[src/rtl/splg_pkg.sv]
// Shared types, constants and arithmetic helpers for the stereo pan-law gain unit.
// No dependencies; imported by every module of the block.
package splg_pkg;

    typedef enum logic [1:0] {
        LAW_SINE    = 2'd0,
        LAW_SQRT    = 2'd1,
        LAW_LINEAR  = 2'd2,
        LAW_ROTATED = 2'd3
    } t_pan_law;

    localparam int GAIN_BITS   = 16;
    localparam int LANE_STAGES = 6;

    localparam logic [GAIN_BITS-1:0] GAIN_ONE = 16'd32768;

    // Q30 value, unsigned; wide enough for 1.0 and for every polynomial term
    typedef logic [30:0] t_q30;

    // Magnitudes of the odd Taylor terms of sin(x*pi/2), Q30
    localparam t_q30 C1 = 31'd1686629713;
    localparam t_q30 C3 = 31'd693598670;
    localparam t_q30 C5 = 31'd85569306;
    localparam t_q30 C7 = 31'd5026996;
    localparam t_q30 C9 = 31'd172272;

    localparam logic [62:0] Q30_HALF = 63'd1 << 29;

    // Digit-by-digit square root: 36-bit radicand, 18-bit root
    localparam int SQ_RAD_BITS  = 36;
    localparam int SQ_REM_BITS  = 20;
    localparam int SQ_ROOT_BITS = 18;
    localparam int SQ_STEPS     = 3;

    typedef struct packed {
        logic [SQ_REM_BITS-1:0]  rem;
        logic [SQ_ROOT_BITS-1:0] root;
    } t_sqrt_state;

    // a*b/2^30 rounded half up; callers keep the result below 2^31
    function automatic t_q30 mul_q30(t_q30 a, t_q30 b);
        logic [62:0] p;
        p = {32'b0, a} * {32'b0, b} + Q30_HALF;
        return p[60:30];
    endfunction

    // One root bit: bring down two radicand bits, try (root<<2)|1
    function automatic t_sqrt_state sqrt_step(t_sqrt_state st, logic [1:0] pair);
        logic [SQ_REM_BITS-1:0] rem_sh;
        logic [SQ_REM_BITS-1:0] trial;
        t_sqrt_state            nx;
        rem_sh = {st.rem[SQ_REM_BITS-3:0], pair};
        trial  = {st.root, 2'b01};
        if (rem_sh >= trial) begin
            nx.rem  = rem_sh - trial;
            nx.root = {st.root[SQ_ROOT_BITS-2:0], 1'b1};
        end else begin
            nx.rem  = rem_sh;
            nx.root = {st.root[SQ_ROOT_BITS-2:0], 1'b0};
        end
        return nx;
    endfunction

endpackage

[src/rtl/splg_sqrt_lane.sv]
// Six-stage pipelined integer square root of x*2^(32-PAN_FRAC_BITS),
// three root bits per stage. Depends on splg_pkg (t_sqrt_state, sqrt_step).
module splg_sqrt_lane #(
    parameter int PAN_FRAC_BITS = 16
) (
    input  logic                                i_clk,
    input  logic                                i_ce,
    input  logic [PAN_FRAC_BITS:0]              i_x,
    output logic [splg_pkg::SQ_ROOT_BITS-1:0]   o_root
);
    import splg_pkg::*;

    t_sqrt_state            st_in  [0:LANE_STAGES-1];
    logic [SQ_RAD_BITS-1:0] rad_in [0:LANE_STAGES-1];
    t_sqrt_state            n_st   [0:LANE_STAGES-1];
    logic [SQ_RAD_BITS-1:0] n_rad  [0:LANE_STAGES-1];
    t_sqrt_state            r_st   [0:LANE_STAGES-1];
    logic [SQ_RAD_BITS-1:0] r_rad  [0:LANE_STAGES-1];

    for (genvar g = 0; g < LANE_STAGES; g++) begin : g_link
        if (g == 0) begin : g_first
            assign st_in[g]  = '0;
            assign rad_in[g] = {3'b000, i_x, {(32 - PAN_FRAC_BITS){1'b0}}};
        end else begin : g_rest
            assign st_in[g]  = r_st[g-1];
            assign rad_in[g] = r_rad[g-1];
        end
    end

    always_comb begin
        for (int k = 0; k < LANE_STAGES; k++) begin
            n_st[k] = st_in[k];
            for (int j = 0; j < SQ_STEPS; j++) begin
                n_st[k] = sqrt_step(n_st[k],
                                    rad_in[k][SQ_RAD_BITS-1-2*j -: 2]);
            end
            n_rad[k] = rad_in[k] << (2 * SQ_STEPS);
        end
    end

    always_ff @(posedge i_clk) begin
        if (i_ce) begin
            for (int k = 0; k < LANE_STAGES; k++) begin
                r_st[k]  <= n_st[k];
                r_rad[k] <= n_rad[k];
            end
        end
    end

    assign o_root = r_st[LANE_STAGES-1].root;

endmodule

[config.mk]
export PLATFORM = sky130hd
export DESIGN_NAME = splg_sqrt_lane
export DESIGN_NICKNAME = d
export VERILOG_FILES = /design/src/rtl/splg_pkg.sv /design/src/rtl/splg_sqrt_lane.sv
export SDC_FILE = /design/constraint.sdc
export NUM_CORES = 1
export LEC_CHECK = 0
export ABC_AREA = 1
export BUFFER_PORTS_ARGS = -buffer_cell sky130_fd_sc_hd__buf_2
export CAP_MARGIN = 20
export CORE_ASPECT_RATIO = 1.2
export CORE_MARGIN = 4
export CORE_UTILIZATION = 25
export CTS_CLUSTER_SIZE = 8
export DETAILED_ROUTE_END_ITERATION = 7
export SLEW_MARGIN = 20
export SYNTH_ARGS = -nofsm -noshare
export SYNTH_HDL_FRONTEND = slang
export SYNTH_SLANG_ARGS = --single-unit
[constraint.sdc]
create_clock -name i_clk -period 9.6 [get_ports i_clk]
set_input_delay 0 -clock i_clk [delete_from_list [all_inputs] [get_ports i_clk]]
set_output_delay 0 -clock i_clk [all_outputs]
set_load 0.05 [all_outputs]
==> impl_metrics.yaml <==
run_status:
  status: "completed"
worst_setup_path:
  crit_path_top_delay_cell: "nor2_1"
  timing.rr.end: "r_st[4][29]$_DFFE_PP_"
  worst_setup_path_end_kind: "register"
  ff2ff_path_depth: 39
  crit_path_start_kind: "register"
  cp_data_arrival_time_ns: 8.37
  critPathRequiredTime_ns: 9.82
  critPathMaxFanout: 22
  max_stage_delay_ns: 0.51
  reg2reg_slack_ns: 1.46
  cp_common_cell: "nand2_1"
  crit_type: "register to register"
  r2r-start: "r_st[3][19]$_DFFE_PP_"
grt:
  grt_max_degree: 85
  grt_usage_pct: 12.0
  grt_first_pass_wirelength_um: 65000
  grt-ovfl-total: 0
  grt_pass1_vias: 13200
  antenna_found_initial: 0
pwr:
  peakVddDrop_mv: 0.120
  p_int_uw: 2390
  power_frac_seq_pct: 22.8
  clkPwrFrac_pct: 14.8
  combPwrFrac_pct: 62.4
  swShare_pct: 49.2
  p_leak_uw: 0.00809
  p_switching_uw: 2320
  power.density_mw_per_mm2: 273
cts:
  htreeDepth: 4
  numCtsBuffers: 17
  cts_root_buffer: "clkbuf_16"
  clkTransAtPathRegs_ns: 0.07
  cts_tree: "done"
  clk_latency_ns: 0.48
  numClockSinks: 156
  cts_resized: 0
  clk_path_buf_depth: 2
route:
  drt_iter0_drc: 752
  via_per_inst: 4.51
  drt_wl_total_um: 38800
  dr.pass1.iters: 5
  ant_nets: 0
  wire_per_inst_um: 12.9
  vias: 13600
  drc: 0
synthesis:
  yosysSeqAreaShare_pct: 30.2
  synthMuxAreaShare_pct: 0.0646
  async_reset_ff_share_pct: 0
  ys_ff_latch: 156
  synth_flop_cell: "edfxtp_1"
  syn-instance-count: 2151
  yosys_warnings: 0
  synth_area_mm2: 0.0155
  syn-num-nets: 2324
  avgSynthCellArea_um2: 7.21
  synth_compound_area_share_pct: 11.4
  synth_simple_gate_area_share_pct: 30.5
  synthAdderAreaFrac_pct: 12.7
  synth_edf_count: 156
  synth_xor_area_share_pct: 6.27
  ys_types: 55
  synth_top_family_by_area: "simple AND/OR/NAND/NOR gates"
floorplanning:
  start_util_pct: 25.4
  ios: 37
  die-width_um: 235
  core_mm2: 0.0611
  rows: 99
  die_area_mm2: 0.0661
  die_h_um: 281
worst_hold_path:
  hp-class: "input port to register"
  holdPathStages: 1
  min_to: "r_rad[0][16]$_DFFE_PP_"
  hp-start: "i_ce"
timing:
  max_slew_margin_pct: 36.5
  worst_pin_slew_ns: 0.952
  min_period_ns: 8.14
  period_share_pct: 84.8
  setup_tns_ns: 0
  rsz0062_at_grt: "false"
  finalSetupViolations: 0
  hold_viol_final: 0
  slew_violations: 0
  whs_ns: 0.110
  skew_ns: 0.0148
  fmax_mhz: 123
final_layout:
  layoutNonFillerInstCount: 3017
  drive_gt1_share_pct: 7.51
  final_cell_mix: "613 x nand2_1, 297 x inv_1, 157 x nand3_1, 156 x nor2_1, 156 x edfxtp_1"
  mostFrequentLayoutCell: "nand2_1"
  nNetsFinal: 2369
  ff_latch_area_mm2: 0.00468
  multi_input_area_mm2: 0.00945
  syn2layout_area_growth_pct: 11.4
  finalInstanceArea_mm2: 0.0173
  nFillCells: 6694
  fin_util_pct: 28.3
  num_antenna_cells: 0
placement:
  place_congestion: 0.913
  portBuffers: 35
  hpwl_um: 31500
  place_area_mm2: 0.0165
  placedCellCount: 2968
flow_run:
  maxCapViolCount: 0
## per-stage QoR
step	total power, uW	worst slack [ns]
finish	4710	1.46
global route	5270	0.574
CTS	4760	1.53
detailed placement	4020	1.54
global placement	4010	1.72
floorplan	3390	2.68
## how the worst max path moves through the flow
stage / startpoint / to / slack [ns] / cells after the start
after CTS: r_st[3][19]$_DFFE_PP_ / r_st[4][29]$_DFFE_PP_ / 1.53 / 39
final: r_st[3][19]$_DFFE_PP_ / r_st[4][29]$_DFFE_PP_ / 1.46 / 39
after global routing: r_st[3][19]$_DFFE_PP_ / r_st[4][29]$_DFFE_PP_ / 0.57 / 39
after detailed placement: r_st[3][19]$_DFFE_PP_ / r_st[4][29]$_DFFE_PP_ / 1.54 / 39
after global placement: r_st[3][19]$_DFFE_PP_ / r_st[4][29]$_DFFE_PP_ / 1.72 / 39
after floorplan: r_st[3][19]$_DFFE_PP_ / r_st[4][27]$_DFFE_PP_ / 2.68 / 45
## timing repair
item                                   in CTS  in global routing
setup buffers                               0                  0
hold buffers                               17                  0
endpoints found under the hold margin      19                  0
## routing by layer
| layer | GRT usage [%] | vias to the layer above | part of all wire, % |
|---|---|---|---|
| met5 | 0 | - | 0 |
| met4 | 4.37 | 0 | 2.5 |
| met3 | 2.14 | 52 | 3.1 |
| met2 | 22.2 | 202 | 51 |
| met1 | 13.9 | 6168 | 43 |
| li1 | - | 7199 | - |
## power groups by stage
stage	sequential, uW	combinational, uW	clock [uW]
after CTS	1070	2960	731
final	1070	2940	698
after global placement	1090	2920	0
after floorplan	1070	2320	0
after detailed placement	1090	2940	0
after global routing	1090	3420	755
## critical path, delay by kind of cell (launching register included)
kind                     cells  cell delay [ns]
AO/OA/AOI/OAI               15             2.67
AND/OR/NAND/NOR             13             2.09
adder cells (fa/ha/maj)      5             1.50
buffers and inverters        6             1.12
flip-flops                   1             0.46
## cell usage after synthesis, types with 7 or more instances
| library cell | number | share of area, % |
|---|---|---|
| edfxtp_1 | 156 | 30 |
| nand3_2 | 13 | 0.84 |
| nor2_2 | 14 | 0.57 |
| xor2_1 | 65 | 3.7 |
| inv_1 | 297 | 7.2 |
| nand2_2 | 21 | 0.85 |
| o21bai_1 | 16 | 0.77 |
| nor4_1 | 7 | 0.28 |
| nand4_1 | 29 | 1.2 |
| nand2_1 | 613 | 15 |
| or2_2 | 8 | 0.32 |
| clkbuf_1 | 9 | 0.22 |
| nor3_1 | 23 | 0.74 |
| buf_6 | 9 | 0.65 |
| a21o_1 | 8 | 0.39 |
| inv_2 | 11 | 0.27 |
| a21oi_1 | 109 | 3.5 |
| buf_2 | 10 | 0.32 |
| nand3_1 | 157 | 5.1 |
| xnor2_1 | 46 | 2.6 |
| ha_1 | 148 | 12 |
| nor2_1 | 156 | 3.8 |
| nor2_4 | 8 | 0.58 |
| nand3b_1 | 10 | 0.48 |
| o21ai_0 | 126 | 4.1 |
| o21ai_1 | 10 | 0.32 |
## area by class of cell
cell class | instances | share of cell area, %
Sequential cell | 156 | 27.1
Tap cell | 808 | 5.85
Inverter | 311 | 6.76
Clock inverter | 14 | 0.869
Multi-Input combinational cell | 1654 | 54.7
Clock buffer | 18 | 2.48
Timing Repair Buffer | 56 | 2.21
## kinds of logic (layout without fill, tap and decap cells)
family | Yosys count | after routing
DFF | 156 | 156
xor gates and xnor gates | 111 | 111
AOI/OAI and AO/OA | 314 | 314
adders and majority gates | 154 | 154
muxes | 1 | 1
other | 1 | 1
buffers and inverters | 341 | 399
and+or+nand+nor | 1073 | 1073
## flip-flops by register name, summed over array words and instances, names as in the netlist
register,flops
r_st,132
r_rad,24
No activity file was read; power rests on OpenSTA's default activity.
